===== config.mk =====
export PLATFORM = sky130hd
export DESIGN_NAME = date_text_validator_top
export DESIGN_NICKNAME = d
export VERILOG_FILES = /design/src/rtl/core/dtv_pkg.sv /design/src/rtl/core/date_text_validator_top.sv /design/src/rtl/core/dtv_classify.sv /design/src/rtl/core/dtv_queue.sv /design/src/rtl/core/dtv_parse.sv
export SDC_FILE = /design/constraint.sdc
export NUM_CORES = 1
export LEC_CHECK = 0
export ABC_AREA = 0
export BUFFER_PORTS_ARGS = -buffer_cell sky130_fd_sc_hd__buf_2
export CELL_PAD_IN_SITES_DETAIL_PLACEMENT = 1
export CELL_PAD_IN_SITES_GLOBAL_PLACEMENT = 1
export CORE_ASPECT_RATIO = 0.9
export CORE_MARGIN = 2
export CORE_UTILIZATION = 25
export CTS_BUF_LIST = sky130_fd_sc_hd__clkbuf_16
export DETAILED_ROUTE_END_ITERATION = 8
export PLACE_DENSITY = 0.53
export SETUP_SLACK_MARGIN = 0.02
export SLEW_MARGIN = 20
export SYNTH_ARGS = -nofsm -noshare
export SYNTH_HDL_FRONTEND = slang
export SYNTH_SLANG_ARGS = --single-unit

===== constraint.sdc =====
create_clock -name clock -period 10.4 [get_ports clock]
set_clock_uncertainty 0.2 [all_clocks]
set_input_delay 3.12 -clock clock [delete_from_list [all_inputs] [get_ports clock]]
set_output_delay 3.12 -clock clock [all_outputs]
set_load 0.005 [all_outputs]

===== src/rtl/core/dtv_pkg.sv =====
`default_nettype none
package dtv_pkg;

   localparam int QUEUE_DEPTH = 4;

   localparam int VALUE_WIDTH = 12;
   localparam logic [VALUE_WIDTH-1:0] SAT_MAX = 12'd4095;
   localparam logic [VALUE_WIDTH-1:0] YEAR_MIN = 12'd1901;
   localparam logic [VALUE_WIDTH-1:0] YEAR_LIMIT = 12'd2100;
   localparam logic [VALUE_WIDTH-1:0] MONTH_MAX = 12'd12;
   localparam logic [4:0] FEB_LEAP_DAYS = 5'd29;
   localparam logic [3:0] MONTH_FEB = 4'd2;

   localparam logic [7:0] CHAR_SPACE = 8'd32;
   localparam logic [7:0] CHAR_TAB = 8'd9;
   localparam logic [7:0] CHAR_CR = 8'd13;
   localparam logic [7:0] CHAR_PLUS = 8'd43;
   localparam logic [7:0] CHAR_MINUS = 8'd45;
   localparam logic [7:0] CHAR_SLASH = 8'd47;
   localparam logic [7:0] CHAR_ZERO = 8'd48;
   localparam logic [7:0] CHAR_NINE = 8'd57;

   localparam logic [2:0] CLS_SPACE = 3'd0;
   localparam logic [2:0] CLS_PLUS = 3'd1;
   localparam logic [2:0] CLS_MINUS = 3'd2;
   localparam logic [2:0] CLS_DIGIT = 3'd3;
   localparam logic [2:0] CLS_SLASH = 3'd4;
   localparam logic [2:0] CLS_OTHER = 3'd5;
   localparam logic [2:0] CLS_END = 3'd6;

   localparam logic [1:0] FMT_DMY = 2'd0;
   localparam logic [1:0] FMT_MDY = 2'd1;
   localparam logic [1:0] FMT_YMD = 2'd2;

   typedef struct packed {
      logic [7:0] text_char;
      logic       end_of_text;
   } req_data_type;

   typedef struct packed {
      logic                   date_valid;
      logic [VALUE_WIDTH-1:0] year_value;
      logic [VALUE_WIDTH-1:0] month_value;
      logic [VALUE_WIDTH-1:0] day_value;
   } rsp_data_type;

   typedef struct packed {
      logic [2:0] cls;
      logic [3:0] digit;
   } token_type;

   function automatic logic [4:0] month_days(input logic [3:0] month);
      logic [4:0] days;
      case (month)
         4'd2: days = 5'd28;
         4'd4, 4'd6, 4'd9, 4'd11: days = 5'd30;
         default: days = 5'd31;
      endcase
      return days;
   endfunction

endpackage
`default_nettype wire


===== src/rtl/core/date_text_validator_top.sv =====
// Date text validator.
// The request channel (req_valid, req_stall, req_data) carries one character
// of date text per transaction, or an end marker that closes the string.
// Each end marker produces exactly one transaction on the response channel
// (rsp_valid, rsp_stall, rsp_data): a valid flag plus year, month and day,
// all zero when the date is rejected. Other characters produce no response.
// The csr channel (csr_valid, csr_ready, csr_data) writes the field order;
// csr_ready is always high. Write it only while no string is in progress.
// Throughput: one character per cycle while req_stall is low, set by the
// parse step in the back end. An accepted end marker is written into the
// character queue and loads the response register as it leaves the queue,
// so each response comes from a register.
// When the receiver stalls, the response holds; the back end keeps parsing
// characters until the next end marker, the queue fills and req_stall rises
// once the queue is full.
// Reset clears the queue, the parse state and the response valid flag and
// sets the field order to day/month/year.
`default_nettype none
module date_text_validator_top #(
   parameter int QueueDepth = dtv_pkg::QUEUE_DEPTH
) (
   input  wire                   clock,
   input  wire                   reset,
   input  wire                   req_valid,
   output logic                  req_stall,
   input  dtv_pkg::req_data_type req_data,
   output logic                  rsp_valid,
   input  wire                   rsp_stall,
   output dtv_pkg::rsp_data_type rsp_data,
   input  wire                   csr_valid,
   output logic                  csr_ready,
   input  wire  [1:0]            csr_data
);

   dtv_pkg::token_type in_token;
   dtv_pkg::token_type q_token;
   logic               q_full;
   logic               q_present;
   logic               q_pop;

   assign req_stall = q_full;
   assign csr_ready = 1'b1;

   dtv_classify u_classify (
      .req_data (req_data),
      .token    (in_token)
   );

   dtv_queue #(
      .Depth (QueueDepth)
   ) u_queue (
      .clock     (clock),
      .reset     (reset),
      .push      (req_valid),
      .push_data (in_token),
      .full      (q_full),
      .pop       (q_pop),
      .not_empty (q_present),
      .pop_data  (q_token)
   );

   dtv_parse u_parse (
      .clock       (clock),
      .reset       (reset),
      .csr_write   (csr_valid && csr_ready),
      .csr_data    (csr_data),
      .tok_present (q_present),
      .tok         (q_token),
      .tok_pop     (q_pop),
      .rsp_valid   (rsp_valid),
      .rsp_stall   (rsp_stall),
      .rsp_data    (rsp_data)
   );

endmodule
`default_nettype wire


===== src/rtl/core/dtv_classify.sv =====
`default_nettype none
module dtv_classify (
   input  dtv_pkg::req_data_type req_data,
   output dtv_pkg::token_type    token
);

   logic is_space;
   logic is_digit;

   assign is_space = (req_data.text_char == dtv_pkg::CHAR_SPACE) ||
                     ((req_data.text_char >= dtv_pkg::CHAR_TAB) &&
                      (req_data.text_char <= dtv_pkg::CHAR_CR));
   assign is_digit = (req_data.text_char >= dtv_pkg::CHAR_ZERO) &&
                     (req_data.text_char <= dtv_pkg::CHAR_NINE);

   always_comb begin
      token.digit = req_data.text_char[3:0];
      if (req_data.end_of_text) begin
         token.cls = dtv_pkg::CLS_END;
      end else if (is_space) begin
         token.cls = dtv_pkg::CLS_SPACE;
      end else if (is_digit) begin
         token.cls = dtv_pkg::CLS_DIGIT;
      end else if (req_data.text_char == dtv_pkg::CHAR_PLUS) begin
         token.cls = dtv_pkg::CLS_PLUS;
      end else if (req_data.text_char == dtv_pkg::CHAR_MINUS) begin
         token.cls = dtv_pkg::CLS_MINUS;
      end else if (req_data.text_char == dtv_pkg::CHAR_SLASH) begin
         token.cls = dtv_pkg::CLS_SLASH;
      end else begin
         token.cls = dtv_pkg::CLS_OTHER;
      end
   end

endmodule
`default_nettype wire


===== src/rtl/core/dtv_queue.sv =====
`default_nettype none
module dtv_queue #(
   parameter int Depth = dtv_pkg::QUEUE_DEPTH
) (
   input  wire                 clock,
   input  wire                 reset,
   input  wire                 push,
   input  dtv_pkg::token_type  push_data,
   output logic                full,
   input  wire                 pop,
   output logic                not_empty,
   output dtv_pkg::token_type  pop_data
);

   localparam int PtrW = (Depth > 1) ? $clog2(Depth) : 1;
   localparam int CntW = $clog2(Depth + 1);
   localparam logic [PtrW-1:0] LastPtr = PtrW'(Depth - 1);
   localparam logic [CntW-1:0] DepthCount = CntW'(Depth);

   dtv_pkg::token_type slot_ff [Depth];
   logic [PtrW-1:0] wr_ptr_ff, wr_ptr_in;
   logic [PtrW-1:0] rd_ptr_ff, rd_ptr_in;
   logic [CntW-1:0] count_ff, count_in;
   logic            do_push;
   logic            do_pop;

   assign full = (count_ff == DepthCount);
   assign not_empty = (count_ff != '0);
   assign pop_data = slot_ff[rd_ptr_ff];
   assign do_push = push && !full;
   assign do_pop = pop && not_empty;

   always_comb begin
      wr_ptr_in = wr_ptr_ff;
      rd_ptr_in = rd_ptr_ff;
      count_in = count_ff;
      if (do_push) begin
         wr_ptr_in = (wr_ptr_ff == LastPtr) ? '0 : wr_ptr_ff + 1'b1;
      end
      if (do_pop) begin
         rd_ptr_in = (rd_ptr_ff == LastPtr) ? '0 : rd_ptr_ff + 1'b1;
      end
      if (do_push && !do_pop) begin
         count_in = count_ff + 1'b1;
      end else if (do_pop && !do_push) begin
         count_in = count_ff - 1'b1;
      end
   end

   always_ff @(posedge clock) begin
      if (reset) begin
         wr_ptr_ff <= '0;
         rd_ptr_ff <= '0;
         count_ff <= '0;
      end else begin
         wr_ptr_ff <= wr_ptr_in;
         rd_ptr_ff <= rd_ptr_in;
         count_ff <= count_in;
      end
   end

   always_ff @(posedge clock) begin
      if (do_push) begin
         slot_ff[wr_ptr_ff] <= push_data;
      end
   end

endmodule
`default_nettype wire


===== src/rtl/core/dtv_parse.sv =====
`default_nettype none
module dtv_parse (
   input  wire                   clock,
   input  wire                   reset,
   input  wire                   csr_write,
   input  wire  [1:0]            csr_data,
   input  wire                   tok_present,
   input  dtv_pkg::token_type    tok,
   output logic                  tok_pop,
   output logic                  rsp_valid,
   input  wire                   rsp_stall,
   output dtv_pkg::rsp_data_type rsp_data
);

   localparam logic [1:0] PH_LEAD = 2'd0;
   localparam logic [1:0] PH_SIGN = 2'd1;
   localparam logic [1:0] PH_DIGIT = 2'd2;
   localparam logic [1:0] PH_SEP = 2'd3;

   localparam int VW = dtv_pkg::VALUE_WIDTH;

   logic [1:0]    format_ff;
   logic [1:0]    phase_ff, phase_in;
   logic [1:0]    field_ff, field_in;
   logic [VW-1:0] acc_ff, acc_in;
   logic          neg_ff, neg_in;
   logic [VW-1:0] first_ff, first_in;
   logic [VW-1:0] second_ff, second_in;
   logic          failed_ff, failed_in;
   logic          next_field;

   logic          rsp_valid_ff;
   dtv_pkg::rsp_data_type rsp_data_ff, rsp_data_in;

   logic          is_end;
   logic [VW+3:0] acc_wide;
   logic [VW-1:0] acc_sat;

   logic          fmt_ok;
   logic          ok;
   logic [VW-1:0] year;
   logic [VW-1:0] month;
   logic [VW-1:0] day;
   logic [4:0]    lim;

   assign is_end = (tok.cls == dtv_pkg::CLS_END);
   assign tok_pop = tok_present && (!is_end || !rsp_valid_ff || !rsp_stall);
   assign rsp_valid = rsp_valid_ff;
   assign rsp_data = rsp_data_ff;

   assign acc_wide = {1'b0, acc_ff, 3'b000} + {3'b000, acc_ff, 1'b0} +
                     {{VW{1'b0}}, tok.digit};
   assign acc_sat = (acc_wide > {4'b0000, dtv_pkg::SAT_MAX}) ? dtv_pkg::SAT_MAX
                                                             : acc_wide[VW-1:0];

   always_comb begin
      phase_in = phase_ff;
      field_in = field_ff;
      acc_in = acc_ff;
      neg_in = neg_ff;
      first_in = first_ff;
      second_in = second_ff;
      failed_in = failed_ff;
      next_field = 1'b0;
      if (tok_pop) begin
         if (is_end) begin
            phase_in = PH_LEAD;
            field_in = '0;
            acc_in = '0;
            neg_in = 1'b0;
            first_in = '0;
            second_in = '0;
            failed_in = 1'b0;
         end else if (!failed_ff) begin
            unique case (phase_ff)
               PH_LEAD: begin
                  case (tok.cls)
                     dtv_pkg::CLS_SPACE: ;
                     dtv_pkg::CLS_PLUS: phase_in = PH_SIGN;
                     dtv_pkg::CLS_MINUS: begin
                        neg_in = 1'b1;
                        phase_in = PH_SIGN;
                     end
                     dtv_pkg::CLS_DIGIT: begin
                        acc_in = {{(VW-4){1'b0}}, tok.digit};
                        phase_in = PH_DIGIT;
                     end
                     default: failed_in = 1'b1;
                  endcase
               end
               PH_SIGN: begin
                  if (tok.cls == dtv_pkg::CLS_DIGIT) begin
                     acc_in = {{(VW-4){1'b0}}, tok.digit};
                     phase_in = PH_DIGIT;
                  end else begin
                     failed_in = 1'b1;
                  end
               end
               PH_DIGIT: begin
                  if (tok.cls == dtv_pkg::CLS_DIGIT) begin
                     acc_in = acc_sat;
                  end else if (field_ff >= 2'd2) begin
                     failed_in = 1'b1;
                  end else if (tok.cls == dtv_pkg::CLS_SPACE) begin
                     phase_in = PH_SEP;
                  end else if (tok.cls == dtv_pkg::CLS_SLASH) begin
                     next_field = 1'b1;
                  end else begin
                     failed_in = 1'b1;
                  end
               end
               PH_SEP: begin
                  if (tok.cls == dtv_pkg::CLS_SPACE) begin
                     phase_in = PH_SEP;
                  end else if (tok.cls == dtv_pkg::CLS_SLASH) begin
                     next_field = 1'b1;
                  end else begin
                     failed_in = 1'b1;
                  end
               end
               default: failed_in = 1'b1;
            endcase
            if (next_field) begin
               if (field_ff == 2'd0) begin
                  first_in = acc_ff;
               end else begin
                  second_in = acc_ff;
               end
               field_in = field_ff + 2'd1;
               acc_in = '0;
               phase_in = PH_LEAD;
            end
         end
      end
   end

   always_comb begin
      fmt_ok = 1'b1;
      year = acc_ff;
      month = second_ff;
      day = first_ff;
      unique case (format_ff)
         dtv_pkg::FMT_DMY: begin
            day = first_ff;
            month = second_ff;
            year = acc_ff;
         end
         dtv_pkg::FMT_MDY: begin
            month = first_ff;
            day = second_ff;
            year = acc_ff;
         end
         dtv_pkg::FMT_YMD: begin
            year = first_ff;
            month = second_ff;
            day = acc_ff;
         end
         default: fmt_ok = 1'b0;
      endcase
   end

   always_comb begin
      lim = dtv_pkg::month_days(month[3:0]);
      if ((month[3:0] == dtv_pkg::MONTH_FEB) && (year[1:0] == 2'b00)) begin
         lim = dtv_pkg::FEB_LEAP_DAYS;
      end
      ok = !failed_ff && !neg_ff && (field_ff == 2'd2) && (phase_ff == PH_DIGIT) &&
           fmt_ok && (year >= dtv_pkg::YEAR_MIN) && (year < dtv_pkg::YEAR_LIMIT) &&
           (month != '0) && (month <= dtv_pkg::MONTH_MAX) && (day != '0) &&
           (day <= {{(VW-5){1'b0}}, lim});
      rsp_data_in.date_valid = ok;
      rsp_data_in.year_value = ok ? year : '0;
      rsp_data_in.month_value = ok ? month : '0;
      rsp_data_in.day_value = ok ? day : '0;
   end

   always_ff @(posedge clock) begin
      if (reset) begin
         format_ff <= dtv_pkg::FMT_DMY;
         phase_ff <= PH_LEAD;
         field_ff <= '0;
         acc_ff <= '0;
         neg_ff <= 1'b0;
         first_ff <= '0;
         second_ff <= '0;
         failed_ff <= 1'b0;
         rsp_valid_ff <= 1'b0;
      end else begin
         if (csr_write) begin
            format_ff <= csr_data;
         end
         phase_ff <= phase_in;
         field_ff <= field_in;
         acc_ff <= acc_in;
         neg_ff <= neg_in;
         first_ff <= first_in;
         second_ff <= second_in;
         failed_ff <= failed_in;
         if (tok_pop && is_end) begin
            rsp_valid_ff <= 1'b1;
         end else if (!rsp_stall) begin
            rsp_valid_ff <= 1'b0;
         end
      end
   end

   always_ff @(posedge clock) begin
      if (tok_pop && is_end) begin
         rsp_data_ff <= rsp_data_in;
      end
   end

endmodule
`default_nettype wire


==> metrics <==
outcome complete, no violations; yosys warns 0; Cell Rows 54; Worst-Skew Late Latency 0.42 ns; synth unique cells 66; area grow syn2layout 20.21%; Root Driver clkbuf_16; Final setup viols 0; synthesized area per cell 10.58 um2; Hold/Removal Path Class register to register; crit path to u_parse.first_ff[5]$_SDFFE_PP0P_; CTS max path bufs 2; RSZ-0062 raised after global routing false; WP data required 10.47 ns; crit-path max cell delay 0.79 ns; critical path arrival 5.17 ns; cells after synthesis 585; synthesized cell area 6190 um2; CP Depth 7; P per Cell Area 227.7 nW/um2; Worst Tran Pin Value 0.8932 ns; die area 26040 um2; Antenna Nets Post-Route 0; top cells by count, synth 96 x nor2_1, 65 x edfxtp_1, 54 x dfxtp_1; Relative slew margins 0.4045; H-Tree Depth 4; drt first pass iters 4; Critical R2R Capture u_parse.acc_ff[3]$_SDFFE_PP0P_; WL final 15050 um; first-pass GRT wire length 25190 um; Reg clk slew, reported paths 0.06 ns; routed length per instance 15.54 um; cell depth of the worst flop-to-flop path 10; Die H 153.3 um; final hold vios 0; Setup Fix Bufs, Post-CTS 0; GPL Wtd Cong 0.7745; part of the cycle the worst path needs 0.4909; ys flop type edfxtp_1; max-cap violations 0; Core Area 24260 um2; CP cell instances buf_2 -> nand2_1 -> and3_2 -> a31o_1 -> o21a_4 -> mux2i_1 -> nor2_1; Crit Path Class input port to register; CTS tree done; Max Slew Vio Count 0; crit end category register; worst path bufs/invs 1; Vias 4574; Synth area leaders edfxtp_1 32%, dfxtp_1 17%, ha_1 7.3%; gr usage total 0.1211; largest net degree at the start of global routing 46; IO Count 56; Yosys reg bits 119; Antenna diodes 0; slowest CP cell and3_2; Startpoint Class input port; worst vdd ir 0.1024 mV; post-DP HPWL 11060 um; vias in the first global route 4799; count leader, synth nor2_1; Total Power 1.694 mW; filler instances 2733; Setup crit start rsp_stall; drt drc 0; Top Family by Delay on Critical Path simple AND/OR/NAND/NOR gates; Synth top area share 0.3153; Pleak 2.939 nW; clock sinks 119; sequential-to-total area share from yosys stat 0.4900; Layout Nets 702; initial drt markers 254; Post-CTS Resized 0; global route total overflow 0; layout cells sized above 1 0.1545; Sum Neg Setup Slack 0 ns; post-route minimum period 5.105 ns; Buffers on Ports 54; Via density 4.725; total CTS buffers 17; Initial Utilization 0.2552; max frequency 195.9 MHz; Worst Path Max Fanout 41; Hold Buf Count CTS 0; R2R setup slack 5.99 ns; initial antenna violation count 0; Post-synth EDFFs 65; area leader, netlist edfxtp_1; die width 169.9 um; Synth async-reset ratio 0
-- final cells by class --
class,count,area (um2),area share
clock buffer,17,425.4,0.05717
clock inverter,15,249.0,0.03346
inverter,13,48.80,0.006558
multi-input combinational,440,3014,0.4051
sequential,119,3033,0.4076
tap,308,385.4,0.05179
timing repair buffer,56,285.3,0.03834
-- logic make-up after synthesis --
group	Yosys count	share of synthesized area
AND/OR/NAND/NOR	218	0.1712
other	2	0.001213
buffers and inverters	40	0.03174
multiplexers	52	0.09824
flip-flops	119	0.4900
adder cells (fa/ha/maj)	39	0.08247
XOR/XNOR	9	0.01274
AO/OA/AOI/OAI	106	0.1124
-- flip-flops by register name, summed over array words and instances (netlist names), named ones only --
register / count
u_queue.rd_ptr_ff: 2
u_parse.second_ff: 12
u_parse.rsp_valid: 1
u_parse.neg_ff: 1
u_queue.count_ff: 3
u_parse.failed_ff: 1
u_parse.acc_ff: 12
u_queue.wr_ptr_ff: 2
u_parse.format_ff: 2
u_parse.first_ff: 12
u_queue.slot_ff: 28
u_parse.field_ff: 2
u_parse.phase_ff: 2
u_parse.rsp_data: 37
-- per-layer routing --
metal | routed length (um) | track usage | up-vias
met5 | 0 | 0 | -
met4 | 142 | 0.03907 | 0
met3 | 555 | 0.02693 | 14
met2 | 6909 | 0.1951 | 76
met1 | 7439 | 0.1613 | 2235
li1 | - | - | 2249
-- worst min-delay path: stages (launching register included) --
cell and delay, ns:
dfxtp_1 0.32, mux2i_1 0.07, nor2_1 0.09
-- worst min path at each step --
stage	startpoint	cells past startpoint	slack (ns)	end
after floorplan	u_parse.second_ff[10]$_SDFFE_PP0P_	2	0.25	u_parse.second_ff[10]$_SDFFE_PP0P_
after global placement	u_parse.second_ff[11]$_SDFFE_PP0P_	2	0.27	u_parse.second_ff[11]$_SDFFE_PP0P_
after detailed placement	u_parse.second_ff[10]$_SDFFE_PP0P_	2	0.31	u_parse.second_ff[10]$_SDFFE_PP0P_
after CTS	u_queue.count_ff[2]$_SDFFE_PP0P_	2	0.32	u_queue.count_ff[2]$_SDFFE_PP0P_
after global routing	u_parse.neg_ff$_SDFFE_PP0P_	2	0.37	u_parse.neg_ff$_SDFFE_PP0P_
final	u_parse.second_ff[10]$_SDFFE_PP0P_	2	0.31	u_parse.second_ff[10]$_SDFFE_PP0P_
-- stage by stage --
stage | utilization | hold slack, ns | setup WS [ns] | instance area, um2 | instances
after floorplan | - | 0.2547 | 5.412 | 6242 | 599
after global placement | 0.2790 | 0.2684 | 4.932 | 6766 | 936
after detailed placement | 0.2790 | 0.3108 | 4.805 | 6766 | 936
after CTS | 0.3068 | 0.3221 | 5.244 | 7441 | 968
after global routing | 0.3068 | 0.3704 | 5.055 | 7441 | 968
final | 0.3068 | 0.3148 | 5.295 | 7441 | 968
-- power breakdown --
| group | leakage (nW) | switching, mW | total, mW | internal (mW) |
|---|---|---|---|---|
| sequential | 1.01 | 0.0522 | 0.638 | 0.586 |
| combinational | 1.60 | 0.222 | 0.384 | 0.162 |
| clock | 0.324 | 0.221 | 0.672 | 0.451 |
-- placed cells by master, fill, tap and decap left out, types with 7 or more instances in the layout --
| cell type | n |
|---|---|
| a22oi_1 | 7 |
| a21oi_1 | 25 |
| conb_1 | 16 |
| dfxtp_1 | 54 |
| mux2i_1 | 45 |
| nor2_1 | 96 |
| nand2_1 | 36 |
| edfxtp_1 | 65 |
| clkbuf_16 | 17 |
| nor3_1 | 9 |
| ha_1 | 36 |
| o21ai_0 | 26 |
| nor2b_1 | 10 |
| inv_1 | 13 |
| mux4_2 | 7 |
| and2_1 | 17 |
| nor4_1 | 7 |
| buf_2 | 54 |
Note: power is estimated with default switching activity, not from simulation.
